**src/hdl/append_request_deserializer_macros.svh**
```systemverilog
// assertion macros for the append request deserializer
// no dependencies; included by modules that carry assertions
`ifndef APPEND_REQUEST_DESERIALIZER_MACROS_SVH
`define APPEND_REQUEST_DESERIALIZER_MACROS_SVH

// antecedent implies consequent in the same cycle
`define ARD_ASSERT_IMPLY(label, clk, rst, ante, cons, msg) \
   label: assert property (@(posedge clk) disable iff (rst) (ante) |-> (cons)) \
      else $error(msg);

// antecedent implies consequent in the next cycle
`define ARD_ASSERT_NEXT(label, clk, rst, ante, cons, msg) \
   label: assert property (@(posedge clk) disable iff (rst) (ante) |=> (cons)) \
      else $error(msg);

`endif

```
**src/hdl/ard_pkg.sv**
```systemverilog
// types and constants for the append request deserializer
// no dependencies; imported by ard_parser and append_request_deserializer
package ard_pkg;

   typedef enum logic [3:0] {
      KIND_TERM         = 4'd0,
      KIND_LEADER       = 4'd1,
      KIND_PREV_INDEX   = 4'd2,
      KIND_PREV_TERM    = 4'd3,
      KIND_COMMIT       = 4'd4,
      KIND_COUNT        = 4'd5,
      KIND_ENTRY_INDEX  = 4'd6,
      KIND_ENTRY_TERM   = 4'd7,
      KIND_ENTRY_VALUE  = 4'd8,
      KIND_NONE         = 4'd9
   } field_kind_type;

   localparam logic [2:0] LAST_BYTE_SHORT = 3'd3;
   localparam logic [2:0] LAST_BYTE_LONG  = 3'd7;

   typedef struct packed {
      logic [7:0] data_byte;
      logic       last_byte;
   } req_type;

   typedef struct packed {
      field_kind_type field_kind;
      logic [63:0]    field_value;
      logic [31:0]    entry_number;
      logic           message_end;
      logic           status;
   } rsp_type;

endpackage

```
**src/hdl/ard_parser.sv**
```systemverilog
// field parser: message state, byte accumulator and result formation
// depends on ard_pkg and append_request_deserializer_macros.svh
`include "append_request_deserializer_macros.svh"

module ard_parser
   import ard_pkg::*;
(
   input  logic    clock,
   input  logic    reset,
   input  logic    step,
   input  req_type step_req,
   output logic    emit,
   output rsp_type result
);

   field_kind_type pos_ff, pos_in;
   logic [2:0]     bif_ff, bif_in;
   logic [63:0]    acc_ff, acc_in;
   logic [31:0]    rem_ff, rem_in;
   logic [31:0]    cnt_ff, cnt_in;
   logic           done_ff, done_in;

   logic [63:0] acc_shift;
   logic [2:0]  bif_last;
   logic        complete;
   logic [31:0] rem_dec;
   logic        is_count;
   logic        is_value;
   logic        last;

   assign last      = step_req.last_byte;
   assign acc_shift = {acc_ff[55:0], step_req.data_byte};
   assign bif_last  = (pos_ff == KIND_LEADER || pos_ff == KIND_COUNT) ?
                      LAST_BYTE_SHORT : LAST_BYTE_LONG;
   assign complete  = !done_ff && (bif_ff == bif_last);
   assign rem_dec   = rem_ff - 32'd1;
   assign is_count  = (pos_ff == KIND_COUNT);
   assign is_value  = (pos_ff >= KIND_ENTRY_VALUE);

   always_comb begin
      pos_in  = pos_ff;
      bif_in  = bif_ff;
      acc_in  = acc_ff;
      rem_in  = rem_ff;
      cnt_in  = cnt_ff;
      done_in = done_ff;
      if (!done_ff) begin
         if (complete) begin
            bif_in = 3'd0;
            acc_in = 64'd0;
            if (is_count) begin
               rem_in = acc_shift[31:0];
               cnt_in = 32'd0;
               if (acc_shift[31:0] == 32'd0) begin
                  done_in = 1'b1;
               end else begin
                  pos_in = KIND_ENTRY_INDEX;
               end
            end else if (is_value) begin
               cnt_in = cnt_ff + 32'd1;
               rem_in = rem_dec;
               if (rem_dec == 32'd0) begin
                  done_in = 1'b1;
               end else begin
                  pos_in = KIND_ENTRY_INDEX;
               end
            end else begin
               pos_in = field_kind_type'(pos_ff + 4'd1);
            end
         end else begin
            bif_in = bif_ff + 3'd1;
            acc_in = acc_shift;
         end
      end
   end

   always_comb begin
      emit                = complete || last;
      result.field_kind   = complete ? pos_ff : KIND_NONE;
      result.field_value  = complete ? acc_shift : 64'd0;
      result.entry_number = (complete && pos_ff >= KIND_ENTRY_INDEX) ? cnt_ff : 32'd0;
      result.message_end  = last;
      result.status       = last && !done_in;
   end

   always_ff @(posedge clock) begin
      if (reset || (step && last)) begin
         pos_ff  <= KIND_TERM;
         bif_ff  <= 3'd0;
         acc_ff  <= 64'd0;
         rem_ff  <= 32'd0;
         cnt_ff  <= 32'd0;
         done_ff <= 1'b0;
      end else if (step) begin
         pos_ff  <= pos_in;
         bif_ff  <= bif_in;
         acc_ff  <= acc_in;
         rem_ff  <= rem_in;
         cnt_ff  <= cnt_in;
         done_ff <= done_in;
      end
   end

   `ARD_ASSERT_IMPLY(a_pos_range, clock, reset, 1'b1, pos_ff <= KIND_ENTRY_VALUE, "field position out of range")
   `ARD_ASSERT_IMPLY(a_status_end, clock, reset, step && result.status, result.message_end, "truncated status without message end")
   `ARD_ASSERT_IMPLY(a_short_field, clock, reset, pos_ff == KIND_LEADER || pos_ff == KIND_COUNT, bif_ff <= LAST_BYTE_SHORT, "four byte field overran")
   `ARD_ASSERT_NEXT(a_end_clears, clock, reset, step && last, pos_ff == KIND_TERM && bif_ff == 3'd0 && !done_ff, "state not cleared after message end")
   `ARD_ASSERT_IMPLY(a_done_idle, clock, reset, done_ff, bif_ff == 3'd0 && acc_ff == 64'd0, "accumulator busy after complete message")

endmodule

```
**src/hdl/append_request_deserializer.sv**
```systemverilog
// append request deserializer: one byte per request; a result per completed field or last byte
// path: an accepted request is held in the input register, then its result in the result register
// throughput: one request every cycle when not stalled; the single-pass parse sets it
// a result held under stall lets one more request into the input register, then stalls input
// reset: synchronous, active high; clears both valid flags and returns the parser to term
// depends on ard_pkg and ard_parser
module append_request_deserializer
   import ard_pkg::*;
(
   input  logic    clock,
   input  logic    reset,
   input  logic    req_valid,
   output logic    req_stall,
   input  req_type req_payload,
   output logic    rsp_valid,
   input  logic    rsp_stall,
   output rsp_type rsp_payload
);

   logic    in_valid_ff, in_valid_in;
   req_type in_req_ff;
   logic    rsp_valid_ff, rsp_valid_in;
   rsp_type rsp_ff;

   logic    out_free;
   logic    req_accept;
   logic    step;
   logic    emit;
   rsp_type result;

   assign out_free   = !rsp_valid_ff || !rsp_stall;
   assign step       = in_valid_ff && out_free;
   assign req_stall  = in_valid_ff && !out_free;
   assign req_accept = req_valid && !req_stall;

   always_comb begin
      in_valid_in = in_valid_ff;
      if (req_accept) begin
         in_valid_in = 1'b1;
      end else if (step) begin
         in_valid_in = 1'b0;
      end
      rsp_valid_in = rsp_valid_ff;
      if (out_free) begin
         rsp_valid_in = step && emit;
      end
   end

   ard_parser u_parser (
      .clock    (clock),
      .reset    (reset),
      .step     (step),
      .step_req (in_req_ff),
      .emit     (emit),
      .result   (result)
   );

   always_ff @(posedge clock) begin
      if (reset) begin
         in_valid_ff  <= 1'b0;
         rsp_valid_ff <= 1'b0;
      end else begin
         in_valid_ff  <= in_valid_in;
         rsp_valid_ff <= rsp_valid_in;
      end
   end

   always_ff @(posedge clock) begin
      if (req_accept) begin
         in_req_ff <= req_payload;
      end
      if (step && emit) begin
         rsp_ff <= result;
      end
   end

   assign rsp_valid   = rsp_valid_ff;
   assign rsp_payload = rsp_ff;

endmodule
```
**config.mk**
```make
export PLATFORM = sky130hd
export DESIGN_NAME = append_request_deserializer
export DESIGN_NICKNAME = d
export VERILOG_FILES = /design/src/hdl/ard_pkg.sv /design/src/hdl/ard_parser.sv /design/src/hdl/append_request_deserializer.sv
export VERILOG_INCLUDE_DIRS = /design/src /design/src/hdl
export SDC_FILE = /design/constraint.sdc
export NUM_CORES = 1
export LEC_CHECK = 0
export BUFFER_PORTS_ARGS = -buffer_cell sky130_fd_sc_hd__buf_4
export CAP_MARGIN = 20
export CELL_PAD_IN_SITES_DETAIL_PLACEMENT = 2
export CELL_PAD_IN_SITES_GLOBAL_PLACEMENT = 2
export CORE_ASPECT_RATIO = 1.5
export CORE_UTILIZATION = 32
export CTS_CLUSTER_SIZE = 30
export DETAILED_ROUTE_END_ITERATION = 10
export PLACE_DENSITY_LB_ADDON = 0.1
export REMOVE_ABC_BUFFERS = 1
export SLEW_MARGIN = 20
export SYNTH_ARGS = -nofsm -noshare
export SYNTH_HDL_FRONTEND = slang
export SYNTH_SLANG_ARGS = --single-unit
```
**constraint.sdc**
```tcl
create_clock -name clock -period 8.5 [get_ports clock]
set_input_delay 0.85 -clock clock [delete_from_list [all_inputs] [get_ports clock]]
set_output_delay 0.85 -clock clock [all_outputs]
set_load 0.005 [all_outputs]
```
==> out/metrics.cfg <==
[global_route]
antenna_found_initial = 0
wire_length_of_the_first_global_routing_pass_mm = 49.47
track_usage_pct = 19.12
vias_in_the_first_global_route = 8688
grt-ovfl-total = 0
pin_count_of_the_biggest_net_entering_global_routing = 83

[clock_network]
clock_sink_count = 241
cts_made_buffers = 25
cts.reportedPaths.clkPinSlew_ns = 0.06
cts-htree-levels = 1
clock_tree.buffer_depth = 3
clockRootBuffer = clkbuf_16
postCtsResizedCells = 0
cts_hold_buf = 0
postCtsSetupBuffers = 0
worstSkewPairLatency_ns = 0.54
tritoncts_clock_tree = built

[yosys]
synth_area_per_cell_sq_um = 9.745
synth_most_common_cell = dfxtp_1
number_of_enable_type_register_cells_in_the_synthesized_netlist = 111
ys_seq_area_share_pct = 57.03
synth_commonest_cells = 130 x dfxtp_1, 111 x edfxtp_1, 100 x a21oi_1, 100 x and2_1, 99 x nand2_1
synth_top_area_cell = edfxtp_1
postSynth.topFlopCell = dfxtp_1
netlist-cell-type-count = 53
yosys.area.top_type_share_pct = 32.03
yosys_register_bits = 241
synthesis.instances = 1068
yosysWarnings = 0
ranking_of_synthesized_cells_by_area = edfxtp_1 32%, dfxtp_1 25%, and2_1 6.0%
netlist_area_sq_um = 10410
ys_async_sr_fraction_pct = 0

[sta]
post-route-min-period_ns = 3.701
finalWorstSetupSlack_ns = 4.799
fmax_mhz = 270.2
grt_setup_unrepaired = false
min_period_over_period_pct = 43.54
worst_slew_pin_slew_ns = 1.015
timing.max_slew.rel_slack_pct = 31.37
setup_viol_count_final = 0
worst_clock_skew_ns = 0.01052
finalMaxSlewViolations = 0
finalHoldViolCount = 0

[drt]
drc = 0
vias = 8177
dr.first_iter.drc_count = 200
wl_per_cell_um = 19.78
detail_route.vias_per_cell = 5.175
postRouteWirelength_mm = 31.25
drt.antenna.violating_nets = 0
first_pass_iters = 4

[setup_path]
path_max_fanout = 12
timing.critical_path.cells = inv_1 > ha_1 > or4b_1 > nor4_1 > and2_1 > a41oi_1 > o32a_1 > nor4_4 > o21ai_0 > and3b_1
setup.worst_path.start_class = flip-flop
path_buf_inv = 1
end_kind = flip-flop
cp_data_arrival_time_ns = 4.00
critical_path.top_delay_family = simple AND/OR/NAND/NOR gates
critical-path-max-stage-delay_ns = 0.67
slowest_stage = or4b_1
setup.worst_path.class = reg -> reg
cp.required_ns = 8.80

[placement]
hpwlAfterDp_mm = 21.05
place_inst = 1534
io_buffers = 116
finalWeightedCongestion = 0.8278
post_placement_worst_setup_slack_ns = 4.743

[floorplanning]
die_height_um = 222.9
floorplan.initialDensity_pct = 32.59
placement_rows = 80
io_pins = 117
overall_die_width_um = 149.3
die_footprint_sq_um = 33260
core_area_sq_um = 31930

[final_layout]
drive_above_1_share_pct = 15.90
areaGrowthSynthToFinish_pct = 20.22
finish.cell_count_without_fillers = 1580
number_of_diodes_added_for_antenna_fixing = 0
layout.nets = 1171

[pwr]
ir_worst_vdd_uv = 149.9
sw_frac_of_total_pct = 21.81
seqPwrFrac_pct = 50.7
comb_power_share_pct = 2.7
totalPowerFinal_mw = 2.439
power.leakage_nw = 4.553
internal_portion_of_total_power_mw = 1.907
p_per_area_nw_per_um2 = 194.9
p_clk_share_pct = 46.5
total_switching_power_mw = 0.5318

[run_status]
outcome = finished, final reports clean

[hold_path]
worstHoldPathType = reg -> reg

[flow_run]
cap_violations = 0

[final cells by class]
type                       instances  area, sq um
clock buffer                      32        683.2
tap                              410        513.0
clock inverter                    14        153.9
timing repair buffer             130        975.9
fill                            3516        19420
sequential                       241         5936
multi-input combinational        741         4205
inverter                          12        45.04
[tightest hold or removal path, stage by stage (launching register included)]
cell,delay [ns]
dfxtp_1,0.31
nand2_1,0.05
a21oi_1,0.05
[routing by layer]
layer,vias to the layer above,GRT usage (%),part of all wire (%)
li1,3956,-,-
met1,4046,21.62,40
met2,127,36.01,54
met3,48,2.413,2.8
met4,0,6.814,3.1
met5,-,0,0
[registers in the layout, indices dropped and copies added (netlist names)]
| signal | flops |
|---|---|
| rsp_payload | 102 |
| u_parser.done_ff | 1 |
| u_parser.cnt_ff | 32 |
| rsp_valid | 1 |
| in_req_ff | 9 |
| u_parser.acc_ff | 56 |
| u_parser.pos_ff | 4 |
| u_parser.bif_ff | 3 |
| in_valid_ff | 1 |
| u_parser.rem_ff | 32 |
[power by group through the flow]
stage               registers, mW  clock network, mW  logic (mW)
finish                       1.24               1.13      0.0665
global route                 1.24               1.21      0.0738
CTS                          1.24               1.17      0.0692
detailed placement           1.26                  0      0.0690
global placement             1.26                  0      0.0685
floorplan                    1.26                  0      0.0282
[kinds of logic (layout without fill, tap and decap cells)]
logic type      count (synthesis)  in the layout  share of synthesized area (%)
compound gates                200            200                          11.17
fa+ha+maj                       7              7                         0.8415
mux                             1              1                         0.1082
xor+xnor                       37             37                          3.114
buf+inv                        86            188                          3.150
simple gates                  496            496                          24.59
flops                         241            241                          57.03
[placed cells by master, fill, tap and decap left out, types with 6 or more instances in the layout]
master / instances
clkbuf_16: 26
xor2_1: 16
a211oi_1: 11
a31oi_1: 6
o21a_1: 6
nand2_1: 98
nor2_1: 96
nand3_1: 79
ha_1: 7
a22oi_1: 7
or3_1: 9
edfxtp_1: 111
nor3_1: 25
nor2b_1: 6
nand4_1: 15
inv_1: 12
buf_4: 130
xnor2_1: 21
a21oi_1: 99
dfxtp_1: 130
and3_1: 10
o21ai_0: 37
and2_1: 100
o22ai_1: 7
nor4_1: 25
[path summary, 6_finish.rpt]
kind	cells after the start	endpoint	from	slack [ns]
max reg2reg	10	rsp_payload[0]	u_parser.rem_ff[0]	4.80
min reg2reg	2	u_parser.acc_ff[50]	u_parser.acc_ff[50]	0.45
max	10	rsp_payload[0]	u_parser.rem_ff[0]	4.80
min	2	u_parser.acc_ff[50]	u_parser.acc_ff[50]	0.45
[through the flow]
step	utilization (%)	instance area [sq um]	hold slack (ns)	setup TNS [ns]
global placement	36.56	11670	0.4339	0
finish	39.18	12510	0.4526	0
detailed placement	36.56	11670	0.4468	0
global route	39.18	12510	0.4644	0
CTS	39.18	12510	0.4572	0
floorplan	-	10120	0.4273	-57.62
No activity file was read; power rests on OpenSTA's default activity.
